`config.mk`:
```
export PLATFORM = sky130hd
export DESIGN_NAME = class_slot_admission_with_degrade_core
export DESIGN_NICKNAME = d
export VERILOG_FILES = /design/src/rtl/csad_pkg.sv /design/src/rtl/csad_cell.sv /design/src/rtl/class_slot_admission_with_degrade_core.sv
export VERILOG_INCLUDE_DIRS = /design/src /design/src/rtl
export SDC_FILE = /design/constraint.sdc
export NUM_CORES = 1
export LEC_CHECK = 0
export ABC_AREA = 1
export BUFFER_PORTS_ARGS = -buffer_cell sky130_fd_sc_hd__buf_2
export CAP_MARGIN = 25
export CORE_MARGIN = 2
export CORE_UTILIZATION = 38
export DETAILED_ROUTE_END_ITERATION = 16
export PLACE_DENSITY = 0.51
export REMOVE_ABC_BUFFERS = 1
export SLEW_MARGIN = 20
export SYNTH_ARGS = -nofsm -noshare
export SYNTH_HDL_FRONTEND = slang
export SYNTH_SLANG_ARGS = --single-unit
```
`constraint.sdc`:
```
create_clock -name clk -period 4.5 [get_ports clk]
set_input_delay 0.675 -clock clk [delete_from_list [all_inputs] [get_ports clk]]
set_output_delay 0.675 -clock clk [all_outputs]
set_load 0.01 [all_outputs]
```
`src/rtl/assert_macros.svh`:
```
// Assertion macros shared by the admission block RTL.
// Each macro builds one labeled concurrent assertion, clocked and reset-qualified.
`ifndef ASSERT_MACROS_SVH
`define ASSERT_MACROS_SVH

// same-cycle implication
`define CSAD_ASSERT_IMPL(lbl, clk_i, rst_ni, ante, cons) \
	lbl: assert property (@(posedge clk_i) disable iff (!rst_ni) (ante) |-> (cons)) \
		else $error("%m: assertion failed");

// next-cycle implication
`define CSAD_ASSERT_NEXT(lbl, clk_i, rst_ni, ante, cons) \
	lbl: assert property (@(posedge clk_i) disable iff (!rst_ni) (ante) |=> (cons)) \
		else $error("%m: assertion failed");

`endif

```
`src/rtl/csad_pkg.sv`:
```
// Types and constants of the class slot admission block.
// No dependencies; used by csad_cell and the top level.
package csad_pkg;

	localparam int LIMIT_W   = 8;
	localparam int BW_W      = 20;
	localparam int CLASS_W   = 3;
	localparam int GRANT_W   = 2;
	localparam int STATUS_W  = 3;
	localparam int CFG_IDX_W = 3;

	localparam logic [CLASS_W-1:0] CLASS_GENERAL = 3'd1;
	localparam logic [CLASS_W-1:0] CLASS_MID     = 3'd2;
	localparam logic [CLASS_W-1:0] CLASS_TOP     = 3'd3;

	typedef enum logic [STATUS_W-1:0] {
		ST_OK          = 3'd0,
		ST_TOTAL_FULL  = 3'd1,
		ST_BAD_CLASS   = 3'd2,
		ST_NO_SPACE    = 3'd3,
		ST_NONE        = 3'd4,
		ST_CLASS_EMPTY = 3'd5
	} status_t;

	typedef enum logic {
		FUNC_INSTALL = 1'b0,
		FUNC_RELEASE = 1'b1
	} func_t;

	typedef enum logic [CFG_IDX_W-1:0] {
		REG_TOTAL_LIMIT   = 3'd0,
		REG_GENERAL_LIMIT = 3'd1,
		REG_MID_LIMIT     = 3'd2,
		REG_TOP_LIMIT     = 3'd3,
		REG_GENERAL_BW    = 3'd4,
		REG_MID_BW        = 3'd5,
		REG_TOP_BW        = 3'd6
	} reg_idx_t;

	typedef enum logic [1:0] {
		S_IDLE,
		S_EVAL,
		S_SEARCH,
		S_FINISH
	} state_t;

	typedef struct packed {
		logic start;
		logic inc;
		logic dec;
	} cell_ctrl_t;

	typedef struct packed {
		logic full;
		logic nz;
		logic tok;
		logic hit;
	} cell_sts_t;

endpackage

```
`src/rtl/csad_cell.sv`:
```
// One slot counter cell of the admission chain: count, full test and search token.
// Depends on csad_pkg; instantiated once per class, and once for the total, by the top level.
module csad_cell #(
	parameter int COUNT_WIDTH = 8
) (
	input  logic                          clk,
	input  logic                          arst_n,
	input  logic [csad_pkg::LIMIT_W-1:0]  limit,
	input  csad_pkg::cell_ctrl_t          ctrl,
	input  logic                          tok_in,
	output logic                          tok_out,
	output csad_pkg::cell_sts_t           sts
);

	localparam int CMP_W = (COUNT_WIDTH > csad_pkg::LIMIT_W) ? COUNT_WIDTH : csad_pkg::LIMIT_W;

	logic [COUNT_WIDTH-1:0] count_q;
	logic                   tok_q;
	logic                   full;

	assign full = (CMP_W'(count_q) >= CMP_W'(limit)) || (&count_q);

	always_ff @(posedge clk or negedge arst_n) begin
		if (!arst_n) begin
			count_q <= '0;
			tok_q   <= 1'b0;
		end else begin
			tok_q <= ctrl.start | tok_in;
			if (ctrl.inc) begin
				count_q <= count_q + COUNT_WIDTH'(1);
			end else if (ctrl.dec) begin
				count_q <= count_q - COUNT_WIDTH'(1);
			end
		end
	end

	// pass the token down while this class is full
	assign tok_out  = tok_q & full;
	assign sts.full = full;
	assign sts.nz   = |count_q;
	assign sts.tok  = tok_q;
	assign sts.hit  = tok_q & ~full;

endmodule

```
`src/rtl/class_slot_admission_with_degrade_core.sv`:
```
// Top level of the class slot admission block with class degrading.
// Depends on csad_pkg, csad_cell and assert_macros.svh.
//
// Usage:
//   Input channel (in_valid/in_stall, func, class_idx) carries one request per beat:
//   install (func 0) or release (func 1) of a slot in class 1..NUM_CLASSES-1.
//   Output channel (out_valid/out_stall) returns one result beat per request:
//   accepted, granted_class, granted_bw and status.
//   Configuration port (cfg_valid/cfg_ready, cfg_index, cfg_data) writes the limits
//   and bandwidths; cfg_ready is always high. Write only while the block is idle.
//   A chain of counter cells, one per class with cell 0 holding the total, keeps
//   the counts; an install sends a token down the chain from the requested class,
//   one cell per cycle, until a cell with room takes it or it reaches cell 0.
//   Steps: the request beat is registered, evaluated in S_EVAL, searched in S_SEARCH on an
//   install past the total and class checks, and its result is loaded in S_FINISH.
//   A new request is taken only after the previous one leaves S_FINISH; the result
//   register lets the next request enter while a result still waits.
//   When the receiver stalls, the result holds and the next finished request
//   waits in its final step until the result register frees.
//   Reset clears all counts, the configuration registers and the result valid.
module class_slot_admission_with_degrade_core #(
	parameter int NUM_CLASSES = 4,
	parameter int COUNT_WIDTH = 8
) (
	input  logic                            clk,
	input  logic                            arst_n,
	input  logic                            in_valid,
	output logic                            in_stall,
	input  logic                            func,
	input  logic [csad_pkg::CLASS_W-1:0]    class_idx,
	output logic                            out_valid,
	input  logic                            out_stall,
	output logic                            accepted,
	output logic [csad_pkg::GRANT_W-1:0]    granted_class,
	output logic [csad_pkg::BW_W-1:0]       granted_bw,
	output logic [csad_pkg::STATUS_W-1:0]   status,
	input  logic                            cfg_valid,
	output logic                            cfg_ready,
	input  logic [csad_pkg::CFG_IDX_W-1:0]  cfg_index,
	input  logic [csad_pkg::BW_W-1:0]       cfg_data
);

	`include "assert_macros.svh"

	localparam int CW = csad_pkg::CLASS_W;

	csad_pkg::state_t state_q, state_d;

	logic [csad_pkg::LIMIT_W-1:0] total_limit_q, general_limit_q, mid_limit_q, top_limit_q;
	logic [csad_pkg::BW_W-1:0]    general_bw_q, mid_bw_q, top_bw_q;

	csad_pkg::func_t       func_q;
	logic [CW-1:0]         cls_q;
	logic [CW-1:0]         gcls_q;
	logic [csad_pkg::BW_W-1:0] gbw_q;
	csad_pkg::status_t     st_q;
	logic [NUM_CLASSES-1:0] upd_q;

	logic                        out_valid_q;
	logic                        accepted_q;
	logic [csad_pkg::GRANT_W-1:0] granted_class_q;
	logic [csad_pkg::BW_W-1:0]   granted_bw_q;
	csad_pkg::status_t           status_q;

	csad_pkg::cell_ctrl_t ctrl [NUM_CLASSES];
	csad_pkg::cell_sts_t  sts  [NUM_CLASSES];
	logic [csad_pkg::LIMIT_W-1:0] limit [NUM_CLASSES];
	logic [NUM_CLASSES-1:0] tok_down;

	logic [NUM_CLASSES-1:0] sel, full_vec, nz_vec, tok_vec, hit_vec, hit_cls, start_vec;
	logic                   cls_ok, nz_sel, out_free, load_out, do_search;
	logic [CW-1:0]          gcls_enc;
	logic [csad_pkg::BW_W-1:0] bw_enc;

	// configuration registers
	assign cfg_ready = 1'b1;

	always_ff @(posedge clk or negedge arst_n) begin
		if (!arst_n) begin
			total_limit_q   <= '0;
			general_limit_q <= '0;
			mid_limit_q     <= '0;
			top_limit_q     <= '0;
			general_bw_q    <= '0;
			mid_bw_q        <= '0;
			top_bw_q        <= '0;
		end else if (cfg_valid) begin
			case (cfg_index)
				csad_pkg::REG_TOTAL_LIMIT: begin
					total_limit_q <= cfg_data[csad_pkg::LIMIT_W-1:0];
				end
				csad_pkg::REG_GENERAL_LIMIT: begin
					general_limit_q <= cfg_data[csad_pkg::LIMIT_W-1:0];
				end
				csad_pkg::REG_MID_LIMIT: begin
					mid_limit_q <= cfg_data[csad_pkg::LIMIT_W-1:0];
				end
				csad_pkg::REG_TOP_LIMIT: begin
					top_limit_q <= cfg_data[csad_pkg::LIMIT_W-1:0];
				end
				csad_pkg::REG_GENERAL_BW: begin
					general_bw_q <= cfg_data;
				end
				csad_pkg::REG_MID_BW: begin
					mid_bw_q <= cfg_data;
				end
				csad_pkg::REG_TOP_BW: begin
					top_bw_q <= cfg_data;
				end
				default: begin
				end
			endcase
		end
	end

	// cell chain
	genvar i;
	generate
		for (i = 0; i < NUM_CLASSES; i++) begin : g_cell
			if (i == 0) begin : g_lim
				assign limit[i] = total_limit_q;
			end else if (i == 1) begin : g_lim
				assign limit[i] = general_limit_q;
			end else if (i == 2) begin : g_lim
				assign limit[i] = mid_limit_q;
			end else if (i == 3) begin : g_lim
				assign limit[i] = top_limit_q;
			end else begin : g_lim
				assign limit[i] = '0;
			end

			assign ctrl[i].start = start_vec[i];
			assign ctrl[i].inc   = load_out & (func_q == csad_pkg::FUNC_INSTALL) & upd_q[i];
			assign ctrl[i].dec   = load_out & (func_q == csad_pkg::FUNC_RELEASE) & upd_q[i];

			assign sel[i]      = (cls_q == CW'(i));
			assign full_vec[i] = sts[i].full;
			assign nz_vec[i]   = sts[i].nz;
			assign tok_vec[i]  = sts[i].tok;
			assign hit_vec[i]  = sts[i].hit;

			if (i == 0) begin : g_link
				csad_cell #(
					.COUNT_WIDTH(COUNT_WIDTH)
				) u_cell (
					.clk    (clk),
					.arst_n (arst_n),
					.limit  (limit[i]),
					.ctrl   (ctrl[i]),
					.tok_in (tok_down[i]),
					.tok_out(),
					.sts    (sts[i])
				);
			end else begin : g_link
				csad_cell #(
					.COUNT_WIDTH(COUNT_WIDTH)
				) u_cell (
					.clk    (clk),
					.arst_n (arst_n),
					.limit  (limit[i]),
					.ctrl   (ctrl[i]),
					.tok_in (tok_down[i]),
					.tok_out(tok_down[i-1]),
					.sts    (sts[i])
				);
			end
		end
	endgenerate

	assign tok_down[NUM_CLASSES-1] = 1'b0;

	assign cls_ok  = (cls_q != '0) && (int'(cls_q) < NUM_CLASSES);
	assign nz_sel  = |(nz_vec & sel);
	assign hit_cls = hit_vec & ~NUM_CLASSES'(1);

	always_comb begin
		gcls_enc = '0;
		for (int k = 1; k < NUM_CLASSES; k++) begin
			if (hit_cls[k]) begin
				gcls_enc = gcls_enc | CW'(k);
			end
		end
	end

	always_comb begin
		case (gcls_enc)
			csad_pkg::CLASS_GENERAL: bw_enc = general_bw_q;
			csad_pkg::CLASS_MID:     bw_enc = mid_bw_q;
			csad_pkg::CLASS_TOP:     bw_enc = top_bw_q;
			default:                 bw_enc = '0;
		endcase
	end

	assign out_free  = !out_valid_q || !out_stall;
	assign do_search = (func_q == csad_pkg::FUNC_INSTALL) && !full_vec[0] && cls_ok;

	// next state
	always_comb begin
		state_d = state_q;
		case (state_q)
			csad_pkg::S_IDLE: begin
				if (in_valid) state_d = csad_pkg::S_EVAL;
			end
			csad_pkg::S_EVAL: begin
				state_d = do_search ? csad_pkg::S_SEARCH : csad_pkg::S_FINISH;
			end
			csad_pkg::S_SEARCH: begin
				if (tok_vec[0] || (|hit_cls)) state_d = csad_pkg::S_FINISH;
			end
			csad_pkg::S_FINISH: begin
				if (out_free) state_d = csad_pkg::S_IDLE;
			end
			default: begin
				state_d = csad_pkg::S_IDLE;
			end
		endcase
	end

	// FSM outputs
	always_comb begin
		in_stall  = 1'b1;
		load_out  = 1'b0;
		start_vec = '0;
		case (state_q)
			csad_pkg::S_IDLE: begin
				in_stall = 1'b0;
			end
			csad_pkg::S_EVAL: begin
				if (do_search) start_vec = sel;
			end
			csad_pkg::S_FINISH: begin
				load_out = out_free;
			end
			default: begin
			end
		endcase
	end

	always_ff @(posedge clk or negedge arst_n) begin
		if (!arst_n) begin
			state_q <= csad_pkg::S_IDLE;
			upd_q   <= '0;
		end else begin
			state_q <= state_d;
			if (state_q == csad_pkg::S_EVAL) begin
				upd_q <= '0;
				if (func_q == csad_pkg::FUNC_RELEASE && nz_vec[0] && cls_ok && nz_sel) begin
					upd_q <= sel | NUM_CLASSES'(1);
				end
			end else if (state_q == csad_pkg::S_SEARCH && !tok_vec[0] && (|hit_cls)) begin
				upd_q <= hit_cls | NUM_CLASSES'(1);
			end
		end
	end

	// request and result registers
	always_ff @(posedge clk) begin
		if (state_q == csad_pkg::S_IDLE && in_valid) begin
			func_q <= csad_pkg::func_t'(func);
			cls_q  <= class_idx;
		end
		if (state_q == csad_pkg::S_EVAL) begin
			gcls_q <= '0;
			gbw_q  <= '0;
			if (func_q == csad_pkg::FUNC_INSTALL) begin
				if (full_vec[0]) begin
					st_q <= csad_pkg::ST_TOTAL_FULL;
				end else begin
					st_q <= csad_pkg::ST_BAD_CLASS;
				end
			end else begin
				if (!nz_vec[0]) begin
					st_q <= csad_pkg::ST_NONE;
				end else if (!cls_ok) begin
					st_q <= csad_pkg::ST_BAD_CLASS;
				end else if (!nz_sel) begin
					st_q <= csad_pkg::ST_CLASS_EMPTY;
				end else begin
					st_q   <= csad_pkg::ST_OK;
					gcls_q <= cls_q;
				end
			end
		end else if (state_q == csad_pkg::S_SEARCH) begin
			if (tok_vec[0]) begin
				st_q <= csad_pkg::ST_NO_SPACE;
			end else if (|hit_cls) begin
				st_q   <= csad_pkg::ST_OK;
				gcls_q <= gcls_enc;
				gbw_q  <= bw_enc;
			end
		end
	end

	// output register
	always_ff @(posedge clk or negedge arst_n) begin
		if (!arst_n) begin
			out_valid_q <= 1'b0;
		end else if (load_out) begin
			out_valid_q <= 1'b1;
		end else if (!out_stall) begin
			out_valid_q <= 1'b0;
		end
	end

	always_ff @(posedge clk) begin
		if (load_out) begin
			accepted_q      <= (st_q == csad_pkg::ST_OK);
			granted_class_q <= gcls_q[csad_pkg::GRANT_W-1:0];
			granted_bw_q    <= gbw_q;
			status_q        <= st_q;
		end
	end

	assign out_valid     = out_valid_q;
	assign accepted      = accepted_q;
	assign granted_class = granted_class_q;
	assign granted_bw    = granted_bw_q;
	assign status        = status_q;

	`CSAD_ASSERT_IMPL(a_tok_single, clk, arst_n, 1'b1, $onehot0(tok_vec))
	`CSAD_ASSERT_IMPL(a_search_has_tok, clk, arst_n, state_q == csad_pkg::S_SEARCH, $onehot(tok_vec))
	`CSAD_ASSERT_IMPL(a_ok_updates_pair, clk, arst_n,
		state_q == csad_pkg::S_FINISH && st_q == csad_pkg::ST_OK,
		upd_q[0] && $onehot(upd_q & ~NUM_CLASSES'(1)))
	`CSAD_ASSERT_NEXT(a_tok_bottom_fails, clk, arst_n,
		state_q == csad_pkg::S_SEARCH && tok_vec[0],
		state_q == csad_pkg::S_FINISH && st_q == csad_pkg::ST_NO_SPACE)

endmodule
```
==> results.md, run 1 <==
* Power Density at 478.6 nW/um^2
* Register area share after synthesis at 49.11%
* Sw frac at roughly 35%
* CP max FO at 8
* Gate power share at 27.0%
* Int Power at 3.434 mW
* Maximum vdd ir drop at around 220 uV
* RSZ-0062 raised after global routing: no
* Most used cell, CP: nand2_1
* P_sw at about 1.9 mW
* Crit path launch type: flip-flop
* Cells along the critical path: ha_1 -> nand2_1 -> nor2_2 -> nand2_1 -> ha_1 -> nand2_1 -> nand2_1 -> a21oi_1 -> or2_2 -> nand2_1 -> a21oi_1 -> or2_2 -> nand3_1 -> nand2_1
* Distinct cells, synth at 36
* CP arrival at roughly 3.4 ns
* Hold Buf Count CTS at 0
* Htree depth at 4
* Clock root buffer: clkbuf_16
* ANT nets after route at 0
* 1st-pass router iterations at 5
* Flop2flop setup slack at 1.43 ns
* Place WS at 1.152 ns
* Slowest cell on crit path: ha_1
* Crit. Startpoint: state_q[0]$_DFFE_PN0P_
* Final setup fails at 0
* Fmax at 325.8 MHz
* First DRT Iteration DRCs at 475
* Worst slew pin tran at roughly 0.76 ns
* Mapped Area at a little under 10000 um^2
* Row cnt at 58
* Half-perimeter wire length after detailed placement at around 16000 um
* Vias in the first global route at 7324
* GR Overflow Total at 0
* Initial Util at 38.83%
* I/O Pins at 61
* Worst Reg-to-Reg Cells at 14
* #FFs+latches synth at 190
* Initial antenna violation count at 0
* R2R Path Start: state_q[0]$_DFFE_PN0P_
* Final Cycle Share at 68.21%
* Synth Area per Inst at 8.182 um^2
* Global placer's final weighted congestion at 0.8380
* GRT Util Overall at 18.46%
* Layout cell share with drive strength beyond 1 at 9.881%
* Floorplan die area at ~27000 um^2
* Routed wire length per instance at 14.54 um
* P&R area growth vs syn at 12.85%
* LEAKAGE at 5.527 nW
* CTS Buf Count at 17
* WS Path Type: flip-flop to flip-flop
* Slowest stage delay, CP at 0.45 ns
* Port bufs at 59
* Pins over their slew limit at 0
* Core ar. at 25330 um^2
* Worst skew pair latency at around 0.44 ns
* Mapped Cells at 1202
* Reg-to-reg endpoint: g_cell[3].g_link.u_cell.count_q[6]$_DFFE_PN0P_
* DR DRC count at 0
* Clk buf depth at 2
* Status: completed
* Commonest cells after routing, fill and taps aside: nand2_1, inv_1, dfrtp_1
* Post-CTS Setup Inserts at 0
* Reg power frac at 44.4%
* Commonest non-fill, non-tap cell in the layout: nand2_1
* CTS tree: built
* Final nets at 1349
* Slew HR at 49.45%
* # clock sinks at 190
* Max-Cap Viols at 0
* Final min period at 3.069 ns
* Vias/cell at 4.814
* Final hold vios at 0
* Synth warnings at 0
* CP required at 4.83 ns
* Die X-Extent at 164.9 um
* Final WL at 23200 um
* Setup ws final at 1.431 ns
* First-pass GRT wire length at 38870 um
* Fin Clk Skew at 0.02253 ns
* Setup TNS at 0 ns
* Clock power frac at between 20% and 30%
* Hold Path Class: primary input to asynchronous set/reset pin
* Worst setup EP type: flip-flop
* Post-cts resize count at 0
* Setup crit end: g_cell[3].g_link.u_cell.count_q[6]$_DFFE_PN0P_
* Die Height at approximately 160 um
* Clk slew on worst S/H paths at 0.08 ns
* Ant diodes at 0
* Via Count at approximately 7700
* Largest net degree at the start of global routing at 79
==> registers in the layout (all words and copies together), names as in the netlist, 2 cells and up <==
signal and flops:
general_bw_q 20, st_q 3, granted_bw 20, gcls_q 2
mid_bw_q 20, g_cell.g_link.u_cell.count_q 32, cls_q 3, top_bw_q 20
granted_class 2, upd_q 4, g_cell.g_link.u_cell.tok_q 4, total_limit_q 8
state_q 2, mid_limit_q 8, status 3, gbw_q 20
top_limit_q 8, general_limit_q 8
==> critical path, delay by kind of cell (launching register included) <==
kind | cells | cell delay (ns)
AOI/OAI and AO/OA | 2 | 0.14
adders and majority gates | 2 | 0.64
DFF | 1 | 0.42
and+or+nand+nor | 10 | 1.78
==> power groups by stage <==
| stage | sequential (mW) | clock [mW] | combinational (mW) |
|---|---|---|---|
| after floorplan | 2.37 | 0 | 0.997 |
| after global placement | 2.39 | 0 | 1.41 |
| after detailed placement | 2.39 | 0 | 1.44 |
| after CTS | 2.36 | 1.57 | 1.45 |
| after global routing | 2.41 | 1.64 | 1.70 |
| final | 2.36 | 1.52 | 1.43 |
==> worst min-delay path by stage <==
| stage | start | end | slack (ns) | depth (start not counted) |
|---|---|---|---|---|
| 4_1_cts | arst_n | total_limit_q[1]$_DFFE_PN0P_ | 0.31 | 1 |
| 3_5_place_dp | gbw_q[7]$_SDFFE_PP0P_ | granted_bw[7]$_DFFE_PP_ | 0.42 | 0 |
| 2_1_floorplan | arst_n | g_cell[0].g_link.u_cell.count_q[0]$_DFFE_PN0P_ | 0.38 | 0 |
| 5_1_grt | arst_n | total_limit_q[1]$_DFFE_PN0P_ | 0.33 | 1 |
| 3_3_place_gp | gbw_q[12]$_SDFFE_PP0P_ | granted_bw[12]$_DFFE_PP_ | 0.41 | 0 |
| 6_report | arst_n | total_limit_q[1]$_DFFE_PN0P_ | 0.27 | 1 |
==> per-stage QoR <==
| stage | cell area, um^2 | hold WS [ns] | total power [mW] | utilization [%] | std cells |
|---|---|---|---|---|---|
| final | 11100 | 0.2719 | 5.312 | 43.82 | 1595 |
| after CTS | 11080 | 0.3128 | 5.375 | 43.76 | 1594 |
| after floorplan | 9653 | 0.3794 | 3.363 | - | 1162 |
| after global placement | 10460 | 0.4099 | 3.799 | 41.28 | 1561 |
| after detailed placement | 10470 | 0.4151 | 3.830 | 41.34 | 1562 |
| after global routing | 11100 | 0.3331 | 5.748 | 43.82 | 1595 |
==> per-layer routing <==
| metal | vias to the layer above | track usage, % | share of wire, % |
|---|---|---|---|
| met5 | - | 0 | 0 |
| met2 | 129 | 29.00 | 45 |
| met4 | 0 | 5.257 | 1.4 |
| met1 | 3541 | 26.90 | 51 |
| li1 | 3990 | - | - |
| met3 | 18 | 2.135 | 3.2 |
==> Yosys cell counts, drive strengths merged <==
cell type,n,area [um^2]
o21ai,133,665.6
fa,4,80.08
nand4,30,187.7
clkbuf,21,78.83
nand3,69,360.4
buf,19,102.6
edfxtp,35,1051
a21o,1,7.510
conb,1,3.750
dfrtp,135,3378
xor2,10,87.58
o22ai,2,12.51
nor3,12,60.06
a21oi,30,157.7
o21bai,1,7.510
o211ai,3,22.52
or2,8,50.05
clkinv,1,3.750
a31oi,1,6.260
nor2,89,344.1
nand3b,1,7.510
o31ai,1,7.510
inv,158,593.1
ha,61,763.2
xnor2,6,52.55
o221ai,4,35.03
a21boi,1,7.510
nand2,345,1300
dfxtp,20,400.4
==> area by class of cell <==
| class | count | area, um^2 |
|---|---|---|
| repair buffers | 71 | 419.2 |
| inverters | 159 | 596.8 |
| clock buffers | 17 | 425.4 |
| flip-flops and latches | 190 | 4830 |
| clock inverters | 15 | 187.7 |
| well taps | 330 | 412.9 |
| fillers | 2564 | 14230 |
| multi-input cells | 813 | 4227 |
==> cell families after synthesis <==
kind of cell / count (synthesis) / share of synthesized area, %
AO/OA/AOI/OAI: 177 / 9.453
XOR/XNOR: 16 / 1.425
adder cells (fa/ha/maj): 65 / 8.575
buffers and inverters: 199 / 7.914
flip-flops: 190 / 49.11
other: 1 / 0.03813
AND/OR/NAND/NOR: 554 / 23.49
Power figures use the tool's default switching activity.
==> run 2, diff against run 1 <==
ABC_AREA = 0   (was 1)
clock period = 3 ns   (was 4.5 ns; I/O delays follow)
==> results.md, run 2 <==
* Top cells by count, synth: dfrtp_1, mux2_2, ha_1
* Clk slew on worst S/H paths at 0.08 ns
* Setup ws final at 0.1748 ns
* Half-perimeter wire length after detailed placement at between 15000 and 20000 um
* CP max FO at 6
* Int Power at 6.448 mW
* Worst Reg-to-Reg Cells at 10
* P&R area growth vs syn at 16.04%
* Final Cell Area at ~11000 um^2
* Most flops, register: g_cell.g_link.u_cell.count_q
* ANT nets after route at 0
* Worst skew pair latency at 0.44 ns
* Floorplan die area at 26620 um^2
* Overall power at around 10 mW
* Layout cell share with drive strength beyond 1 at approximately a quarter
* Slowest stage delay, CP at 0.44 ns
* # clock sinks at between 150 and 200
* Htree depth at 4
* Final hold vios at 0
* Worst setup EP type: flip-flop
* Fin Clk Skew at 0.01098 ns
* Final WL at 22560 um
* Post-CTS Setup Inserts at 0
* Fin cells at 1250
* Port bufs at 59
* Worst path depth at 10
* #FFs+latches synth at between 150 and 200
* Final Cycle Share at 94.17%
* Hold Buf Count CTS at 0
* Final nets at between 1000 and 1500
* Slowest cell on crit path: a2111o_1
* Power Density at 926.9 nW/um^2
* Via Count at 6626
* Ant diodes at 0
* Synth warnings at 0
* Asr flop ratio synth at 71.05%
* GR Overflow Total at 0
* CTS tree: built
* Place WS at 0.1813 ns
* Status: completed
* Largest net degree at the start of global routing at 67
* Clock power frac at a little over a fifth
* Row cnt at 58
* Commonest cells after routing, fill and taps aside: dfrtp_1, mux2_2, ha_1
* Routed wire length per instance at 18.05 um
* Pins over their slew limit at 0
* Sw frac at 37.71%
* Initial antenna violation count at 0
* Max reg flops at 32
* Final Hold Slack at 0.02627 ns
* Worst slew pin tran at between 0.8 and 0.9 ns
* WP buf/inv at 1
* Worst path top cell family by delay: compound AO/OA/AOI/OAI gates
* Die X-Extent at 163.1 um
* Area leader, netlist: dfrtp_1
* Vias/cell at 5.301
* Vias in the first global route at roughly 6700
* Max-Cap Viols at 0
* Die Height at 163.1 um
* Reg power frac at 37.8%
* Initial Util at 38.44%
* DR DRC count at 0
* Mapped Cells at 826
* Commonest non-fill, non-tap cell in the layout: dfrtp_1
* 1st-pass router iterations at 5
* Synth Area per Inst at between 10 and 15 um^2
* Post-synth top flop: dfrtp_1
* Hold Path Class: primary input to asynchronous set/reset pin
* Final min period at 2.825 ns
* Count leader, synth: dfrtp_1
* Register area share after synthesis at between 50% and 60%
* Post-cts resize count at 0
* Clk buf depth at 2
* Maximum vdd ir drop at 399.6 uV
* Post-synth top area share at 35.10%
* First-pass GRT wire length at 37260 um
* Fin util at 44.61%
* Mapped Area at 9624 um^2
* Global placer's final weighted congestion at roughly 0.76
* Distinct cells, synth at 68
* First DRT Iteration DRCs at 452
* GRT Util Overall at 18.15%
* Setup TNS at 0 ns
* Final setup fails at 0
* CTS Buf Count at 17
* Fill count at 2350
* Gate power share at 40.3%
* Placed cell count at 1218
* CP required at 3.35 ns
* Cells along the critical path: ha_1 -> a21boi_4 -> nand3_1 -> buf_4 -> ha_1 -> a21oi_1 -> o21bai_1 -> a2111o_1 -> a2111o_1 -> o211ai_1
* I/O Pins at 61
* LEAKAGE at between 4 and 5 nW
* WS Path Type: flip-flop to flip-flop
* Area contributors post-synth: dfrtp_1, edfxtp_1, mux2_2, ha_1, dfxtp_1
* DP Area at approximately 11000 um^2
* CP arrival at about 3.2 ns
* RSZ-0062 raised after global routing: no
* Slew HR at 40.94%
* Fmax at 354.0 MHz
* P_sw at 3.903 mW
* Crit path launch type: flip-flop
* Clock root buffer: clkbuf_16
* Core ar. at 25040 um^2
* Post-synth EDFFs at 35
-- run 2: area by class of cell --
class | count | area (um^2) | area share, %
tap | 330 | 412.9 | 3.697
clock buffer | 19 | 454.2 | 4.067
clock inverter | 13 | 141.4 | 1.266
inverter | 56 | 210.2 | 1.882
multi-input combinational | 544 | 4438 | 39.74
sequential | 190 | 4830 | 43.24
timing repair buffer | 98 | 681.9 | 6.106
-- run 2: cell families (layout without fill, tap and decap cells) --
logic type	Yosys count	in the layout	synth area share (%)
muxes	78	78	9.230
adders and majority gates	65	65	8.762
and+or+nand+nor	152	152	7.865
buffers and inverters	92	186	4.082
other	1	1	0.03896
AOI/OAI and AO/OA	224	224	17.65
xor gates and xnor gates	24	24	2.184
DFF	190	190	50.18
-- run 2: worst paths after layout --
path / start / slack [ns] / endpoint
max reg2reg: state_q[1]$_DFFE_PN0P_ / 0.17 / g_cell[2].g_link.u_cell.count_q[7]$_DFFE_PN0P_
min: arst_n / 0.03 / g_cell[3].g_link.u_cell.count_q[1]$_DFFE_PN0P_
max: state_q[1]$_DFFE_PN0P_ / 0.17 / g_cell[2].g_link.u_cell.count_q[7]$_DFFE_PN0P_
max in group asynchronous: arst_n / 2.28 / general_bw_q[18]$_DFFE_PN0P_
min in group clk: func / 0.20 / func_q$_DFFE_PP_
min reg2reg: gcls_q[1]$_DFFE_PP_ / 0.44 / granted_class[1]$_DFFE_PP_
-- run 2: per-layer routing --
metal	part of all wire [%]	global-route usage [%]	vias to the layer above
met2	45	28.39	89
met3	3.1	3.022	14
met4	0.79	3.982	0
met1	51	26.46	3274
met5	0	0	-
li1	-	-	3249
-- run 2: power groups by stage --
stage               Sequential [mW]  Combinational (mW)  Clock [mW]
floorplan                      3.92                2.90           0
global placement               3.97                4.15           0
detailed placement             3.97                4.17           0
CTS                            3.92                4.20        2.34
global route                   4.01                4.75        2.45
finish                         3.92                4.17        2.27
